===== config.mk =====
export PLATFORM = sky130hd
export DESIGN_NAME = calendar_clock_stepper
export DESIGN_NICKNAME = d
export VERILOG_FILES = /design/src/rtl/ccs_pkg.sv /design/src/rtl/ccs_step.sv /design/src/rtl/calendar_clock_stepper.sv
export SDC_FILE = /design/constraint.sdc
export NUM_CORES = 1
export LEC_CHECK = 0
export BUFFER_PORTS_ARGS = -buffer_cell sky130_fd_sc_hd__buf_2
export CAP_MARGIN = 20
export CORE_MARGIN = 8
export CORE_UTILIZATION = 45
export DETAILED_ROUTE_END_ITERATION = 6
export HOLD_SLACK_MARGIN = 0.15
export REMOVE_ABC_BUFFERS = 1
export SLEW_MARGIN = 10
export SYNTH_ARGS = -nofsm -noshare
export SYNTH_HDL_FRONTEND = slang
export SYNTH_SLANG_ARGS = --single-unit

===== constraint.sdc =====
create_clock -name clk -period 9.1 [get_ports clk]
set_input_delay 0 -clock clk [delete_from_list [all_inputs] [get_ports clk]]
set_output_delay 0 -clock clk [all_outputs]
set_load 0.005 [all_outputs]

===== src/rtl/ccs_pkg.sv =====
// ============================================================================
// ccs_pkg
// Types, codes and calendar helpers shared by the calendar clock stepper.
// ============================================================================
package ccs_pkg;

    localparam logic [4:0]  DAY_MIN  = 5'd1;
    localparam logic [3:0]  MON_MIN  = 4'd1;
    localparam logic [3:0]  MON_MAX  = 4'd12;
    localparam logic [13:0] YEAR_MIN = 14'd1;
    localparam logic [13:0] YEAR_MAX = 14'd9999;
    localparam logic [4:0]  HOUR_MAX = 5'd23;
    localparam logic [5:0]  MIN_MAX  = 6'd59;
    localparam logic [5:0]  SEC_MAX  = 6'd59;

    // multiplicative inverse of 25 modulo 2^14 and the divisibility bound
    localparam logic [13:0] INV25   = 14'd7209;
    localparam logic [13:0] DIV25_LIM = 14'd655;

    typedef enum logic [3:0] {
        REQ_UP_SEC   = 4'd0,
        REQ_UP_MIN   = 4'd1,
        REQ_UP_HOUR  = 4'd2,
        REQ_UP_DAY   = 4'd3,
        REQ_UP_MON   = 4'd4,
        REQ_UP_YEAR  = 4'd5,
        REQ_DN_SEC   = 4'd6,
        REQ_DN_MIN   = 4'd7,
        REQ_DN_HOUR  = 4'd8,
        REQ_DN_DAY   = 4'd9,
        REQ_DN_MON   = 4'd10,
        REQ_DN_YEAR  = 4'd11,
        REQ_LOAD     = 4'd12
    } req_t;

    typedef enum logic [1:0] {
        ST_DONE   = 2'd0,
        ST_SAT    = 2'd1,
        ST_REJECT = 2'd2
    } status_t;

    typedef struct packed {
        logic [5:0]  seconds;
        logic [5:0]  minutes;
        logic [4:0]  hours;
        logic [13:0] year;
        logic [3:0]  month;
        logic [4:0]  day;
    } ccs_time_t;

    typedef struct packed {
        logic [3:0] kind;
        ccs_time_t  load;
    } ccs_req_t;

    function automatic logic is_leap(input logic [13:0] y);
        logic [13:0] p;
        logic        div25;
        p     = y * INV25;
        div25 = (p <= DIV25_LIM);
        return (y[1:0] == 2'd0) && (!div25 || (y[3:0] == 4'd0));
    endfunction

    function automatic logic [4:0] month_len(input logic [3:0] m, input logic leap);
        logic [4:0] len;
        unique case (m)
            4'd2:                      len = leap ? 5'd29 : 5'd28;
            4'd4, 4'd6, 4'd9, 4'd11:   len = 5'd30;
            default:                   len = 5'd31;
        endcase
        return len;
    endfunction

endpackage


===== src/rtl/ccs_step.sv =====
// ============================================================================
// ccs_step
// Next date and time and status for one request, from the current state.
// ============================================================================
module ccs_step
(
    input  ccs_pkg::ccs_time_t cur,
    input  ccs_pkg::ccs_req_t  req,
    output ccs_pkg::ccs_time_t nxt,
    output ccs_pkg::status_t   status
);

    logic               leap_cur;
    logic               leap_up;
    logic               leap_dn;
    logic               leap_ld;
    logic [13:0]        year_up;
    logic [13:0]        year_dn;
    logic [4:0]         len_cur;
    logic [4:0]         len_ld;
    logic [3:0]         mon_dn;

    ccs_pkg::ccs_time_t t;
    ccs_pkg::req_t      kind;
    logic               sat;
    logic               bad;
    logic               up;
    logic               dn;
    logic               c;
    logic [1:0]         lvl;
    logic [4:0]         clamp_len;

    assign year_up  = cur.year + 14'd1;
    assign year_dn  = cur.year - 14'd1;
    assign mon_dn   = cur.month - 4'd1;
    assign leap_cur = ccs_pkg::is_leap(cur.year);
    assign leap_up  = ccs_pkg::is_leap(year_up);
    assign leap_dn  = ccs_pkg::is_leap(year_dn);
    assign leap_ld  = ccs_pkg::is_leap(req.load.year);
    assign len_cur  = ccs_pkg::month_len(cur.month, leap_cur);
    assign len_ld   = ccs_pkg::month_len(req.load.month, leap_ld);
    assign kind     = ccs_pkg::req_t'(req.kind);

    always_comb
    begin
        t         = cur;
        sat       = 1'b0;
        bad       = 1'b0;
        up        = 1'b0;
        dn        = 1'b0;
        lvl       = 2'd0;
        c         = 1'b1;
        clamp_len = 5'd31;

        unique case (kind)
            ccs_pkg::REQ_UP_SEC:  begin up = 1'b1; lvl = 2'd0; end
            ccs_pkg::REQ_UP_MIN:  begin up = 1'b1; lvl = 2'd1; end
            ccs_pkg::REQ_UP_HOUR: begin up = 1'b1; lvl = 2'd2; end
            ccs_pkg::REQ_UP_DAY:  begin up = 1'b1; lvl = 2'd3; end
            ccs_pkg::REQ_DN_SEC:  begin dn = 1'b1; lvl = 2'd0; end
            ccs_pkg::REQ_DN_MIN:  begin dn = 1'b1; lvl = 2'd1; end
            ccs_pkg::REQ_DN_HOUR: begin dn = 1'b1; lvl = 2'd2; end
            ccs_pkg::REQ_DN_DAY:  begin dn = 1'b1; lvl = 2'd3; end
            ccs_pkg::REQ_UP_MON:
            begin
                if (cur.month < ccs_pkg::MON_MAX)
                begin
                    t.month = cur.month + 4'd1;
                end
                else if (cur.year >= ccs_pkg::YEAR_MAX)
                begin
                    sat = 1'b1;
                end
                else
                begin
                    t.month = ccs_pkg::MON_MIN;
                    t.year  = year_up;
                end
                clamp_len = ccs_pkg::month_len(t.month, leap_cur);
            end
            ccs_pkg::REQ_DN_MON:
            begin
                if (cur.month > ccs_pkg::MON_MIN)
                begin
                    t.month = mon_dn;
                end
                else if (cur.year <= ccs_pkg::YEAR_MIN)
                begin
                    sat = 1'b1;
                end
                else
                begin
                    t.month = ccs_pkg::MON_MAX;
                    t.year  = year_dn;
                end
                clamp_len = ccs_pkg::month_len(t.month, leap_cur);
            end
            ccs_pkg::REQ_UP_YEAR:
            begin
                if (cur.year >= ccs_pkg::YEAR_MAX)
                begin
                    sat = 1'b1;
                end
                else
                begin
                    t.year = year_up;
                end
                clamp_len = ccs_pkg::month_len(cur.month, leap_up);
            end
            ccs_pkg::REQ_DN_YEAR:
            begin
                if (cur.year <= ccs_pkg::YEAR_MIN)
                begin
                    sat = 1'b1;
                end
                else
                begin
                    t.year = year_dn;
                end
                clamp_len = ccs_pkg::month_len(cur.month, leap_dn);
            end
            ccs_pkg::REQ_LOAD:
            begin
                bad = (req.load.month < ccs_pkg::MON_MIN) || (req.load.month > ccs_pkg::MON_MAX)
                   || (req.load.year < ccs_pkg::YEAR_MIN) || (req.load.year > ccs_pkg::YEAR_MAX)
                   || (req.load.day < ccs_pkg::DAY_MIN) || (req.load.day > len_ld)
                   || (req.load.hours > ccs_pkg::HOUR_MAX)
                   || (req.load.minutes > ccs_pkg::MIN_MAX)
                   || (req.load.seconds > ccs_pkg::SEC_MAX);
                t = req.load;
            end
            default:
            begin
            end
        endcase

        if (t.day > clamp_len)
        begin
            t.day = clamp_len;
        end

        // carry chain upward from the requested unit
        if (up)
        begin
            if (lvl == 2'd0)
            begin
                if (cur.seconds == ccs_pkg::SEC_MAX) t.seconds = 6'd0;
                else begin t.seconds = cur.seconds + 6'd1; c = 1'b0; end
            end
            if (lvl <= 2'd1 && c)
            begin
                if (cur.minutes == ccs_pkg::MIN_MAX) t.minutes = 6'd0;
                else begin t.minutes = cur.minutes + 6'd1; c = 1'b0; end
            end
            if (lvl <= 2'd2 && c)
            begin
                if (cur.hours == ccs_pkg::HOUR_MAX) t.hours = 5'd0;
                else begin t.hours = cur.hours + 5'd1; c = 1'b0; end
            end
            if (c)
            begin
                if (cur.day >= len_cur) t.day = ccs_pkg::DAY_MIN;
                else begin t.day = cur.day + 5'd1; c = 1'b0; end
            end
            if (c)
            begin
                if (cur.month >= ccs_pkg::MON_MAX) t.month = ccs_pkg::MON_MIN;
                else begin t.month = cur.month + 4'd1; c = 1'b0; end
            end
            if (c)
            begin
                if (cur.year >= ccs_pkg::YEAR_MAX) sat = 1'b1;
                else t.year = year_up;
            end
        end

        // borrow chain downward from the requested unit
        if (dn)
        begin
            if (lvl == 2'd0)
            begin
                if (cur.seconds == 6'd0) t.seconds = ccs_pkg::SEC_MAX;
                else begin t.seconds = cur.seconds - 6'd1; c = 1'b0; end
            end
            if (lvl <= 2'd1 && c)
            begin
                if (cur.minutes == 6'd0) t.minutes = ccs_pkg::MIN_MAX;
                else begin t.minutes = cur.minutes - 6'd1; c = 1'b0; end
            end
            if (lvl <= 2'd2 && c)
            begin
                if (cur.hours == 5'd0) t.hours = ccs_pkg::HOUR_MAX;
                else begin t.hours = cur.hours - 5'd1; c = 1'b0; end
            end
            if (c)
            begin
                if (cur.day > ccs_pkg::DAY_MIN)
                begin
                    t.day = cur.day - 5'd1;
                end
                else if (cur.month > ccs_pkg::MON_MIN)
                begin
                    t.month = mon_dn;
                    t.day   = ccs_pkg::month_len(mon_dn, leap_cur);
                end
                else if (cur.year <= ccs_pkg::YEAR_MIN)
                begin
                    sat = 1'b1;
                end
                else
                begin
                    t.month = ccs_pkg::MON_MAX;
                    t.year  = year_dn;
                    t.day   = ccs_pkg::month_len(ccs_pkg::MON_MAX, leap_dn);
                end
            end
        end
    end

    always_comb
    begin
        priority if (sat)
        begin
            status = ccs_pkg::ST_SAT;
            nxt    = cur;
        end
        else if (bad)
        begin
            status = ccs_pkg::ST_REJECT;
            nxt    = cur;
        end
        else
        begin
            status = ccs_pkg::ST_DONE;
            nxt    = t;
        end
    end

endmodule


===== src/rtl/calendar_clock_stepper.sv =====
// ============================================================================
// calendar_clock_stepper
// Gregorian date and time of day, loaded or stepped one unit per request.
// ============================================================================
// slave stream: one beat is one request; s_tuser carries the request code
// (step up or down by second, minute, hour, day, month or year, or load),
// s_tdata the date and time used by a load
// master stream: one beat per request with the date and time after it and
// a status code in m_tuser (done, saturated at a calendar limit, load
// rejected); a saturated or rejected request leaves the state unchanged
// a request goes into an input register; the step logic updates the
// calendar state and the result register together whenever the result
// register is empty or being taken, and the result beat is then valid
// throughput is one request per cycle while the receiver is ready, set by the
// combinational step logic that reads and writes the calendar state registers
// reset sets 1000-01-01 00:00:00 and empties both registers
// when the receiver stalls, the waiting result holds and one more request
// can still be taken into the input register; then s_tready drops
// ============================================================================
module calendar_clock_stepper
(
    input  logic        clk,
    input  logic        rst_n,
    input  logic        s_tvalid,
    output logic        s_tready,
    // load_day, load_month, load_year, load_hours, load_minutes, load_seconds
    input  logic [39:0] s_tdata,
    // req_type
    input  logic [3:0]  s_tuser,
    output logic        m_tvalid,
    input  logic        m_tready,
    // out_day, out_month, out_year, out_hours, out_minutes, out_seconds
    output logic [39:0] m_tdata,
    // status
    output logic [1:0]  m_tuser
);

    logic               in_valid_reg;
    ccs_pkg::ccs_req_t  in_req_reg;
    logic               out_valid_reg;
    ccs_pkg::ccs_time_t out_time_reg;
    ccs_pkg::status_t   out_status_reg;
    ccs_pkg::ccs_time_t cur_reg;
    ccs_pkg::ccs_time_t cur_next;
    ccs_pkg::status_t   step_status;
    logic               advance;

    assign advance  = !out_valid_reg || m_tready;
    assign s_tready = !in_valid_reg || advance;

    ccs_step u_step
    (
        .cur    (cur_reg),
        .req    (in_req_reg),
        .nxt    (cur_next),
        .status (step_status)
    );

    always_ff @(posedge clk or negedge rst_n)
    begin
        if (!rst_n)
        begin
            in_valid_reg    <= 1'b0;
            out_valid_reg   <= 1'b0;
            cur_reg.day     <= 5'd1;
            cur_reg.month   <= 4'd1;
            cur_reg.year    <= 14'd1000;
            cur_reg.hours   <= 5'd0;
            cur_reg.minutes <= 6'd0;
            cur_reg.seconds <= 6'd0;
        end
        else
        begin
            if (s_tready)
            begin
                in_valid_reg <= s_tvalid;
            end
            if (advance)
            begin
                out_valid_reg <= in_valid_reg;
                if (in_valid_reg)
                begin
                    cur_reg <= cur_next;
                end
            end
        end
    end

    always_ff @(posedge clk)
    begin
        if (s_tready && s_tvalid)
        begin
            in_req_reg.kind         <= s_tuser;
            in_req_reg.load.day     <= s_tdata[4:0];
            in_req_reg.load.month   <= s_tdata[8:5];
            in_req_reg.load.year    <= s_tdata[22:9];
            in_req_reg.load.hours   <= s_tdata[27:23];
            in_req_reg.load.minutes <= s_tdata[33:28];
            in_req_reg.load.seconds <= s_tdata[39:34];
        end
        if (advance && in_valid_reg)
        begin
            out_time_reg   <= cur_next;
            out_status_reg <= step_status;
        end
    end

    assign m_tvalid = out_valid_reg;
    assign m_tdata  = {out_time_reg.seconds, out_time_reg.minutes, out_time_reg.hours,
                       out_time_reg.year, out_time_reg.month, out_time_reg.day};
    assign m_tuser  = out_status_reg;

endmodule


==> flow_summary.html, run 1 <==
<table>
<tr><th>Metric</th><th>Value</th></tr>
<tr><th colspan="2">Outcome</th></tr>
<tr><td>Run status</td><td>finished, final reports clean</td></tr>
<tr><th colspan="2">GRT</th></tr>
<tr><td>First-pass GRT wire length</td><td>57300 microns</td></tr>
<tr><td>Overall fraction of global-route tracks in use</td><td>between 20% and 30%</td></tr>
<tr><td>Vias in the first global route</td><td>around 11k</td></tr>
<tr><td>Maximum number of pins on one net before global-route repair</td><td>between 40 and 50</td></tr>
<tr><td>Total global routing overflow</td><td>0</td></tr>
<tr><td>Number of antenna violations at the first check in global routing</td><td>0</td></tr>
<tr><th colspan="2">Drt</th></tr>
<tr><td>Detailed-route wire length per cell</td><td>roughly 19 microns</td></tr>
<tr><td>Detailed route wirelength on metal2</td><td>between 15000 and 20000 microns</td></tr>
<tr><td>Top routing layer in use</td><td>met4</td></tr>
<tr><td>Via-to-Cell Ratio</td><td>5.65</td></tr>
<tr><td>Routed Wire Length</td><td>35700 microns</td></tr>
<tr><td>Total number of vias</td><td>about 11k</td></tr>
<tr><td>Routed metal-1 wirelength</td><td>between 15000 and 20000 microns</td></tr>
<tr><td>Remaining design rule violation count</td><td>0</td></tr>
<tr><td>Number of detailed-routing iterations run before antenna repair</td><td>6</td></tr>
<tr><td>Initial DRC Count</td><td>1150</td></tr>
<tr><td>Met3 WL</td><td>about 2400 microns</td></tr>
<tr><td>Remaining antenna violation count after routing</td><td>0</td></tr>
<tr><th colspan="2">Clocking</th></tr>
<tr><td>Sinks on the clock net</td><td>approximately 130</td></tr>
<tr><td>Max Buffers Root-to-Sink</td><td>2</td></tr>
<tr><td>Insertion delay of the later-clocked pin in the worst-skew pair</td><td>~430 ps</td></tr>
<tr><td>Postcts setup bufs</td><td>0</td></tr>
<tr><td>H-tree depth</td><td>4</td></tr>
<tr><td>TritonCTS clock tree</td><td>built</td></tr>
<tr><td>Cts hold-fix bufs</td><td>48</td></tr>
<tr><td>Root Buffer Master</td><td>sky130_fd_sc_hd__clkbuf_16</td></tr>
<tr><td>Resize count post-CTS</td><td>0</td></tr>
<tr><td>CTS buffer count</td><td>17</td></tr>
<tr><td>Clock transition time at the flip-flop clock pins of the worst setup and hold paths</td><td>~60 ps</td></tr>
<tr><th colspan="2">Yosys</th></tr>
<tr><td>Fraction of the mapped netlist area in simple logic gates</td><td>roughly 14%</td></tr>
<tr><td>Most instantiated flip-flop cell in the synthesis netlist</td><td>sky130_fd_sc_hd__edfxtp_1</td></tr>
<tr><td>Synth Area in Adders</td><td>between 20% and 30%</td></tr>
<tr><td>Xor/xnor cell area share of the yosys netlist</td><td>6.97%</td></tr>
<tr><td>Yosys reg bits</td><td>approximately 130</td></tr>
<tr><td>Post-synthesis mux area share</td><td>~2.4%</td></tr>
<tr><td>Per-instance average area after synthesis</td><td>just over 9 sq um</td></tr>
<tr><td>Syn Inst Count</td><td>between 1k and 1.5k</td></tr>
<tr><td>Proportion of synthesized chip area in sequential cells</td><td>28.2%</td></tr>
<tr><td>Synthesized area</td><td>12900 sq um</td></tr>
<tr><td>EDFF count, synth</td><td>86</td></tr>
<tr><td>Number of different library cells in the post-synthesis netlist</td><td>85</td></tr>
<tr><td>Synth Area in Compound Gates</td><td>~18%</td></tr>
<tr><td>Count of yosys warnings during synthesis</td><td>0</td></tr>
<tr><td>Async set-or-reset flop fraction in the synthesized netlist</td><td>~33%</td></tr>
<tr><td>Largest family of logic cells by synthesized area</td><td>adder cells</td></tr>
<tr><th colspan="2">Setup path</th></tr>
<tr><td>Top delay family on crit path</td><td>adder cells</td></tr>
<tr><td>Startpoint-to-endpoint class of the critical path</td><td>register to register</td></tr>
<tr><td>WP data required</td><td>about 9400 ps</td></tr>
<tr><td>Critical Path Fanout Max</td><td>18</td></tr>
<tr><td>Buffers plus inverters on the worst setup path</td><td>2</td></tr>
<tr><td>Critical path's slowest cell</td><td>sky130_fd_sc_hd__or4_1</td></tr>
<tr><td>CP Capture Type</td><td>register</td></tr>
<tr><td>Launching element type of the critical path</td><td>register</td></tr>
<tr><td>Worst Path Arrival</td><td>approximately 8400 ps</td></tr>
<tr><td>Largest incremental delay on the critical path</td><td>830 ps</td></tr>
<tr><td>CP cell instances</td><td>fa_1, ha_1, ha_1, inv_1, fa_1, inv_1, fa_1, xnor2_1, xnor3_1, xnor3_1, xnor2_1, o31ai_1, a21oi_1, ha_1, nand2b_1, a21oi_1, or3b_2, nand2b_1, a21boi_4, or4_1, nor2_4, mux2_2</td></tr>
<tr><th colspan="2">Placed design</th></tr>
<tr><td>Post-placement setup slack</td><td>between 1000 and 1500 ps</td></tr>
<tr><td>Buffers added on ports</td><td>91</td></tr>
<tr><td>Dpl hpwl</td><td>around 27000 microns</td></tr>
<tr><td>Placer Congestion</td><td>a little over 0.9</td></tr>
<tr><th colspan="2">Die</th></tr>
<tr><td>Die area</td><td>about 34000 sq um</td></tr>
<tr><td>Ports placed on the boundary</td><td>between 90 and 100</td></tr>
<tr><td>Starting utilization of the core area</td><td>45.3%</td></tr>
<tr><td>Core region area</td><td>roughly 28000 sq um</td></tr>
<tr><td>DIE WIDTH</td><td>~190 microns</td></tr>
<tr><td>Overall die height</td><td>approximately 190 microns</td></tr>
<tr><td>Site row count</td><td>slightly above 60</td></tr>
<tr><th colspan="2">Timing</th></tr>
<tr><td>Fin. max-slew vios</td><td>0</td></tr>
<tr><td>Post-route clock period utilization</td><td>slightly below 90%</td></tr>
<tr><td>Setup repair after global routing missed its margin</td><td>false</td></tr>
<tr><td>Minimum clock period</td><td>~8100 ps</td></tr>
<tr><td>Post-Route Hold Slack</td><td>between 150 and 200 ps</td></tr>
<tr><td>Sum of negative setup slack</td><td>0 ps</td></tr>
<tr><td>Worst Max-Slew Pin Slew</td><td>1060 ps</td></tr>
<tr><td>Hold Fails Final Rpt</td><td>0</td></tr>
<tr><td>Post-route worst setup slack</td><td>approximately 1000 ps</td></tr>
<tr><td>Fmax achieved</td><td>123 MHz</td></tr>
<tr><td>Post-route clock skew</td><td>approximately 11 ps</td></tr>
<tr><td>Endpoints failing setup</td><td>0</td></tr>
<tr><td>Relative slew margins</td><td>29.0%</td></tr>
<tr><th colspan="2">Cells and area</th></tr>
<tr><td>Fraction of final layout cells sized beyond drive strength 1</td><td>a little over an eighth</td></tr>
<tr><td># fillers</td><td>roughly 2.6k</td></tr>
<tr><td>Core utilization of the finished layout</td><td>about half</td></tr>
<tr><td>Area used by multi-input combinational logic</td><td>8350 sq um</td></tr>
<tr><td>Flip-flop count of the largest register, all copies and words added</td><td>44</td></tr>
<tr><td># diodes</td><td>0</td></tr>
<tr><td>Register area</td><td>about 3600 sq um</td></tr>
<tr><td>Most frequent standard cell in the layout excluding fill and tap cells</td><td>sky130_fd_sc_hd__ha_1</td></tr>
<tr><td>Commonest cells after routing, fill and taps aside</td><td>179 x sky130_fd_sc_hd__ha_1, 164 x sky130_fd_sc_hd__inv_1, 99 x sky130_fd_sc_hd__nand2_1</td></tr>
<tr><td>Net count of the finished layout</td><td>approximately 1.8k</td></tr>
<tr><td>Area delta synth-&gt;final</td><td>14.7%</td></tr>
<tr><th colspan="2">Worst hold path</th></tr>
<tr><td>Type of the tightest min-delay check</td><td>primary input to async pin</td></tr>
<tr><th colspan="2">Job</th></tr>
<tr><td>Max Cap Violations</td><td>0</td></tr>
</table>
-- final cells by class --
class,instances,share of cell area (%)
multi-input combinational,1042,56.5
sequential,128,24.6
clock buffer,19,3.21
timing repair buffer,156,7.27
tap,384,3.25
inverter,165,4.19
clock inverter,13,0.989
-- synthesized netlist by cell type (all sizes together), types with 11 or more instances --
master,count,area (sq um)
nor3,22,110
or3,11,68.8
dfrtp,34,851
o21ai,82,410
mux2,23,259
o31ai,11,87.6
fa,42,841
a222oi,12,120
xor2,31,272
buf,29,160
nor4,12,105
a21o,15,120
ha,179,2240
clkbuf,36,135
nand3,30,150
nand2,99,372
edfxtp,86,2580
nand2b,23,144
a21oi,95,479
o22ai,14,87.6
nand4,11,68.8
xnor2,64,561
nor2,87,337
inv,165,619
-- through the flow --
| step | instance area [sq um] | std cells |
|---|---|---|
| after detailed placement | 13700 | 1827 |
| after global routing | 14800 | 1907 |
| final | 14800 | 1907 |
| after floorplan | 12600 | 1335 |
| after global placement | 13700 | 1827 |
| after CTS | 14800 | 1907 |
-- worst register-to-register path, stage by stage (launching register included) --
cell and delay [ps]:
sky130_fd_sc_hd__dfrtp_1 780, sky130_fd_sc_hd__fa_1 540, sky130_fd_sc_hd__ha_1 290, sky130_fd_sc_hd__ha_1 270
sky130_fd_sc_hd__inv_1 50, sky130_fd_sc_hd__fa_1 530, sky130_fd_sc_hd__inv_1 60, sky130_fd_sc_hd__fa_1 430
sky130_fd_sc_hd__xnor2_1 190, sky130_fd_sc_hd__xnor3_1 450, sky130_fd_sc_hd__xnor3_1 360, sky130_fd_sc_hd__xnor2_1 130
sky130_fd_sc_hd__o31ai_1 570, sky130_fd_sc_hd__a21oi_1 200, sky130_fd_sc_hd__ha_1 300, sky130_fd_sc_hd__nand2b_1 140
sky130_fd_sc_hd__a21oi_1 200, sky130_fd_sc_hd__or3b_2 210, sky130_fd_sc_hd__nand2b_1 400, sky130_fd_sc_hd__a21boi_4 120
sky130_fd_sc_hd__or4_1 830, sky130_fd_sc_hd__nor2_4 540, sky130_fd_sc_hd__mux2_2 400
-- metal layers --
layer,track usage (%),vias up
met5,0,-
met4,4.55,0
met3,3.96,33
met2,31.7,371
met1,31.0,5170
li1,-,5202
-- kinds of logic after synthesis --
group                      count (synthesis)
muxes                                     28
AOI/OAI and AO/OA                        341
and+or+nand+nor                          354
DFF                                      128
buffers and inverters                    230
adders and majority gates                221
xor gates and xnor gates                  98
-- final timing paths --
path / startpoint / slack [ps] / end / cells after the start
min: rst_n / 190 / cur_reg[36]$_DFFE_PN0P_ / 3
min in group clk: s_tdata[37] / 280 / in_req_reg[37]$_DFFE_PP_ / 2
max: cur_reg[11]$_DFFE_PN0P_ / 1000 / cur_reg[20]$_DFFE_PN0P_ / 22
min reg2reg: in_valid_reg$_DFFE_PN0N_ / 500 / m_tvalid$_DFFE_PN0P_ / 1
max reg2reg: cur_reg[11]$_DFFE_PN0P_ / 1000 / cur_reg[20]$_DFFE_PN0P_ / 22
max in group asynchronous: rst_n / 8450 / cur_reg[32]$_DFFE_PN0P_ / 3
Power of run 1 is not shown: default switching activity piles up to over one toggle a cycle in this logic, so the estimate is an artifact.
==> run 2, diff against run 1 <==
--- a/config.mk
+++ b/config.mk
@@ -5,6 +5,7 @@
 export SDC_FILE = /design/constraint.sdc
 export NUM_CORES = 1
 export LEC_CHECK = 0
+export ABC_AREA = 1
 export BUFFER_PORTS_ARGS = -buffer_cell sky130_fd_sc_hd__buf_2
 export CAP_MARGIN = 20
 export CORE_MARGIN = 8
==> run 2 against run 1 <==
  * Die area grew 4.3%
  * Sequential cell count is the same
  * Core utilization grew 0.23 points
  * Setup slack lost 30 ps
  * Synthesized cell count grew 29%
  * Count of clock-buffer cells in the layout shrank 2
  * Register-to-register slack lost 30 ps
  * Routed wire length grew 12%
  * Global-route usage grew 1.3 points
  * Fmax shrank 0.37%
  * Final cell count grew 22%
==> flow_summary.html, run 2 <==
<table>
<tr><th>Metric</th><th>Value</th></tr>
<tr><th colspan="2">Drt</th></tr>
<tr><td>Remaining antenna violation count after routing</td><td>0</td></tr>
<tr><td>Remaining design rule violation count</td><td>0</td></tr>
<tr><td>Routed Wire Length</td><td>between 30000 and 40000 microns</td></tr>
<tr><td>Initial DRC Count</td><td>roughly 1.1k</td></tr>
<tr><td>Detailed-route wire length per cell</td><td>roughly 17 microns</td></tr>
<tr><td>Via-to-Cell Ratio</td><td>5.34</td></tr>
<tr><td>Number of detailed-routing iterations run before antenna repair</td><td>5</td></tr>
<tr><td>Total number of vias</td><td>12.5k</td></tr>
<tr><th colspan="2">Timing</th></tr>
<tr><td>Minimum clock period</td><td>just over 8000 ps</td></tr>
<tr><td>Relative slew margins</td><td>a little over a third</td></tr>
<tr><td>Fin. max-slew vios</td><td>0</td></tr>
<tr><td>Post-route clock skew</td><td>about 7.8 ps</td></tr>
<tr><td>Sum of negative setup slack</td><td>0 ps</td></tr>
<tr><td>Hold Fails Final Rpt</td><td>0</td></tr>
<tr><td>Worst Max-Slew Pin Slew</td><td>942 ps</td></tr>
<tr><td>Post-route clock period utilization</td><td>approximately 90%</td></tr>
<tr><td>Setup repair after global routing missed its margin</td><td>false</td></tr>
<tr><td>Endpoints failing setup</td><td>0</td></tr>
<tr><td>Fmax achieved</td><td>about 120 MHz</td></tr>
<tr><td>Post-route worst setup slack</td><td>approximately 970 ps</td></tr>
<tr><th colspan="2">Clocking</th></tr>
<tr><td>Sinks on the clock net</td><td>roughly 130</td></tr>
<tr><td>Postcts setup bufs</td><td>0</td></tr>
<tr><td>Root Buffer Master</td><td>sky130_fd_sc_hd__clkbuf_16</td></tr>
<tr><td>H-tree depth</td><td>4</td></tr>
<tr><td>CTS buffer count</td><td>17</td></tr>
<tr><td>Insertion delay of the later-clocked pin in the worst-skew pair</td><td>approximately 450 ps</td></tr>
<tr><td>Clock transition time at the flip-flop clock pins of the worst setup and hold paths</td><td>~70 ps</td></tr>
<tr><td>Max Buffers Root-to-Sink</td><td>2</td></tr>
<tr><td>TritonCTS clock tree</td><td>built</td></tr>
<tr><th colspan="2">Cells and area</th></tr>
<tr><td>Net count of the finished layout</td><td>2200</td></tr>
<tr><td>Register area</td><td>3640 sq um</td></tr>
<tr><td>Flip-flop count of the largest register, all copies and words added</td><td>44</td></tr>
<tr><td># fillers</td><td>2941</td></tr>
<tr><td>Area delta synth-&gt;final</td><td>14.5%</td></tr>
<tr><td># diodes</td><td>0</td></tr>
<tr><td>Fraction of final layout cells sized beyond drive strength 1</td><td>about 9%</td></tr>
<tr><td>Non-filler cells, final</td><td>around 2.3k</td></tr>
<tr><td>Most frequent standard cell in the layout excluding fill and tap cells</td><td>sky130_fd_sc_hd__nand2_1</td></tr>
<tr><td>Commonest cells after routing, fill and taps aside</td><td>440 x sky130_fd_sc_hd__nand2_1, 321 x sky130_fd_sc_hd__inv_1, 179 x sky130_fd_sc_hd__ha_1</td></tr>
<tr><td>Area used by multi-input combinational logic</td><td>8440 sq um</td></tr>
<tr><th colspan="2">GRT</th></tr>
<tr><td>Overall fraction of global-route tracks in use</td><td>approximately 22%</td></tr>
<tr><td>Vias in the first global route</td><td>12.1k</td></tr>
<tr><td>Maximum number of pins on one net before global-route repair</td><td>56</td></tr>
<tr><td>Number of antenna violations at the first check in global routing</td><td>0</td></tr>
<tr><td>Total global routing overflow</td><td>0</td></tr>
<tr><td>First-pass GRT wire length</td><td>between 60000 and 70000 microns</td></tr>
<tr><th colspan="2">Yosys</th></tr>
<tr><td>Synthesized area</td><td>roughly 14000 sq um</td></tr>
<tr><td>Most instantiated flip-flop cell in the synthesis netlist</td><td>sky130_fd_sc_hd__edfxtp_1</td></tr>
<tr><td>Async set-or-reset flop fraction in the synthesized netlist</td><td>32.8%</td></tr>
<tr><td>Count of yosys warnings during synthesis</td><td>0</td></tr>
<tr><td>EDFF count, synth</td><td>86</td></tr>
<tr><td>Yosys reg bits</td><td>approximately 130</td></tr>
<tr><td>Per-instance average area after synthesis</td><td>7.48 sq um</td></tr>
<tr><td>Proportion of synthesized chip area in sequential cells</td><td>roughly 27%</td></tr>
<tr><td>Cell type with the largest total area after synthesis</td><td>sky130_fd_sc_hd__edfxtp_1</td></tr>
<tr><td>Area share of the largest cell type after synthesis</td><td>roughly a fifth</td></tr>
<tr><td>Number of different library cells in the post-synthesis netlist</td><td>57</td></tr>
<tr><td>Most used standard cell by instance count after synthesis</td><td>sky130_fd_sc_hd__nand2_1</td></tr>
<tr><td>Leading cell types by count after synthesis</td><td>440 x sky130_fd_sc_hd__nand2_1, 322 x sky130_fd_sc_hd__inv_1, 179 x sky130_fd_sc_hd__ha_1</td></tr>
<tr><td>Syn Inst Count</td><td>approximately 1.8k</td></tr>
<tr><td>Leading cell types by total area after synthesis</td><td>sky130_fd_sc_hd__edfxtp_1 19%, sky130_fd_sc_hd__ha_1 17%, sky130_fd_sc_hd__nand2_1 12%, sky130_fd_sc_hd__inv_1 8.9%, sky130_fd_sc_hd__dfrtp_1 6.3%</td></tr>
<tr><th colspan="2">Outcome</th></tr>
<tr><td>Run status</td><td>finished, final reports clean</td></tr>
<tr><th colspan="2">Worst hold path</th></tr>
<tr><td>Type of the tightest min-delay check</td><td>primary input to async pin</td></tr>
<tr><th colspan="2">Setup path</th></tr>
<tr><td>CP Capture Type</td><td>register</td></tr>
<tr><td>WP data required</td><td>slightly above 9000 ps</td></tr>
<tr><td>Critical path's slowest cell</td><td>sky130_fd_sc_hd__dfrtp_1</td></tr>
<tr><td>Critical Path Fanout Max</td><td>41</td></tr>
<tr><td>Worst Path Arrival</td><td>approximately 8400 ps</td></tr>
<tr><td>Launching element type of the critical path</td><td>register</td></tr>
<tr><td>Startpoint-to-endpoint class of the critical path</td><td>register to register</td></tr>
<tr><td>Largest incremental delay on the critical path</td><td>~760 ps</td></tr>
<tr><th colspan="2">Placed design</th></tr>
<tr><td>Buffers added on ports</td><td>slightly above 90</td></tr>
<tr><td>Number of placed cells counting well taps</td><td>roughly 2.3k</td></tr>
<tr><td>Dpl hpwl</td><td>about 30000 microns</td></tr>
<tr><td>Placer Congestion</td><td>a little under 1</td></tr>
<tr><td>Post-placement setup slack</td><td>between 1000 and 1500 ps</td></tr>
<tr><th colspan="2">Job</th></tr>
<tr><td>Max Cap Violations</td><td>0</td></tr>
<tr><th colspan="2">Die</th></tr>
<tr><td>Starting utilization of the core area</td><td>45.6%</td></tr>
<tr><td>Core region area</td><td>29600 sq um</td></tr>
<tr><td>Overall die height</td><td>between 150 and 200 microns</td></tr>
<tr><td>Die area</td><td>roughly 36000 sq um</td></tr>
<tr><td>Site row count</td><td>63</td></tr>
<tr><td>Ports placed on the boundary</td><td>92</td></tr>
<tr><td>DIE WIDTH</td><td>between 150 and 200 microns</td></tr>
</table>
## run 2: cell types whose count changed after synthesis, moves of 36 or more
cell	previous run	this run
sky130_fd_sc_hd__inv_1	164	322
sky130_fd_sc_hd__nand3_1	30	102
sky130_fd_sc_hd__a21oi_1	94	51
sky130_fd_sc_hd__nor2_1	85	123
sky130_fd_sc_hd__xnor2_1	64	28
sky130_fd_sc_hd__nand2_1	99	440
## run 2: per-stage QoR
| stage | utilization, % | cell area (sq um) | hold slack [ps] |
|---|---|---|---|
| 2_1_floorplan | - | 13300 | -296 |
| 3_3_place_gp | 48.4 | 14300 | 166 |
| 3_5_place_dp | 48.4 | 14300 | 169 |
| 4_1_cts | 52.2 | 15500 | 232 |
| 5_1_grt | 52.2 | 15500 | 258 |
| 6_report | 52.2 | 15500 | 218 |
## run 2: worst paths after layout
path,start,to,slack (ps),cells after the start
max in group asynchronous,rst_n,cur_reg[32]$_DFFE_PN0P_,8400,3
min,rst_n,cur_reg[7]$_DFFE_PN0P_,220,3
max,cur_reg[9]$_DFFE_PN0P_,m_tdata[11]$_DFFE_PP_,970,34
min in group clk,s_tdata[33],in_req_reg[33]$_DFFE_PP_,260,2
max reg2reg,cur_reg[9]$_DFFE_PN0P_,m_tdata[11]$_DFFE_PP_,970,34
min reg2reg,m_tvalid$_DFFE_PN0P_,m_tvalid$_DFFE_PN0P_,550,2
## run 2: logic make-up after synthesis
logic type / share of synthesized area (%)
compound gates: 12.2
xor+xnor: 4.60
simple gates: 22.9
flops: 27.0
fa+ha+maj: 22.8
buf+inv: 10.6
## run 2: what timing repair did
item,4_1_cts,5_1_grt
endpoints found under the hold margin,88,0
resized for setup,0,0
hold buffers,49,0
## run 2: layout make-up
type                    instances  share of cell area [%]
flip-flops and latches        128                    23.6
repair buffers                149                    6.55
clock buffers                  17                    2.75
clock inverters                15                    1.45
multi-input cells            1307                    54.6
well taps                     390                    3.15
inverters                     328                    7.97
## run 2: routing by layer
metal | track usage, % | routed length, microns | up-vias
met2 | 35.5 | 18100 | 428
met1 | 30.2 | 18100 | 5816
li1 | - | - | 6159
met4 | 7.49 | 1010 | 0
met3 | 4.58 | 2750 | 55
met5 | 0 | 0 | -
## run 2: critical path, delay by kind of cell (launching register included)
family	cells	cell delay, ps
and+or+nand+nor	15	2160
DFF	1	760
adders and majority gates	6	2740
AOI/OAI and AO/OA	5	890
buffers and inverters	8	1360
Power of run 2 is left out for the same reason.
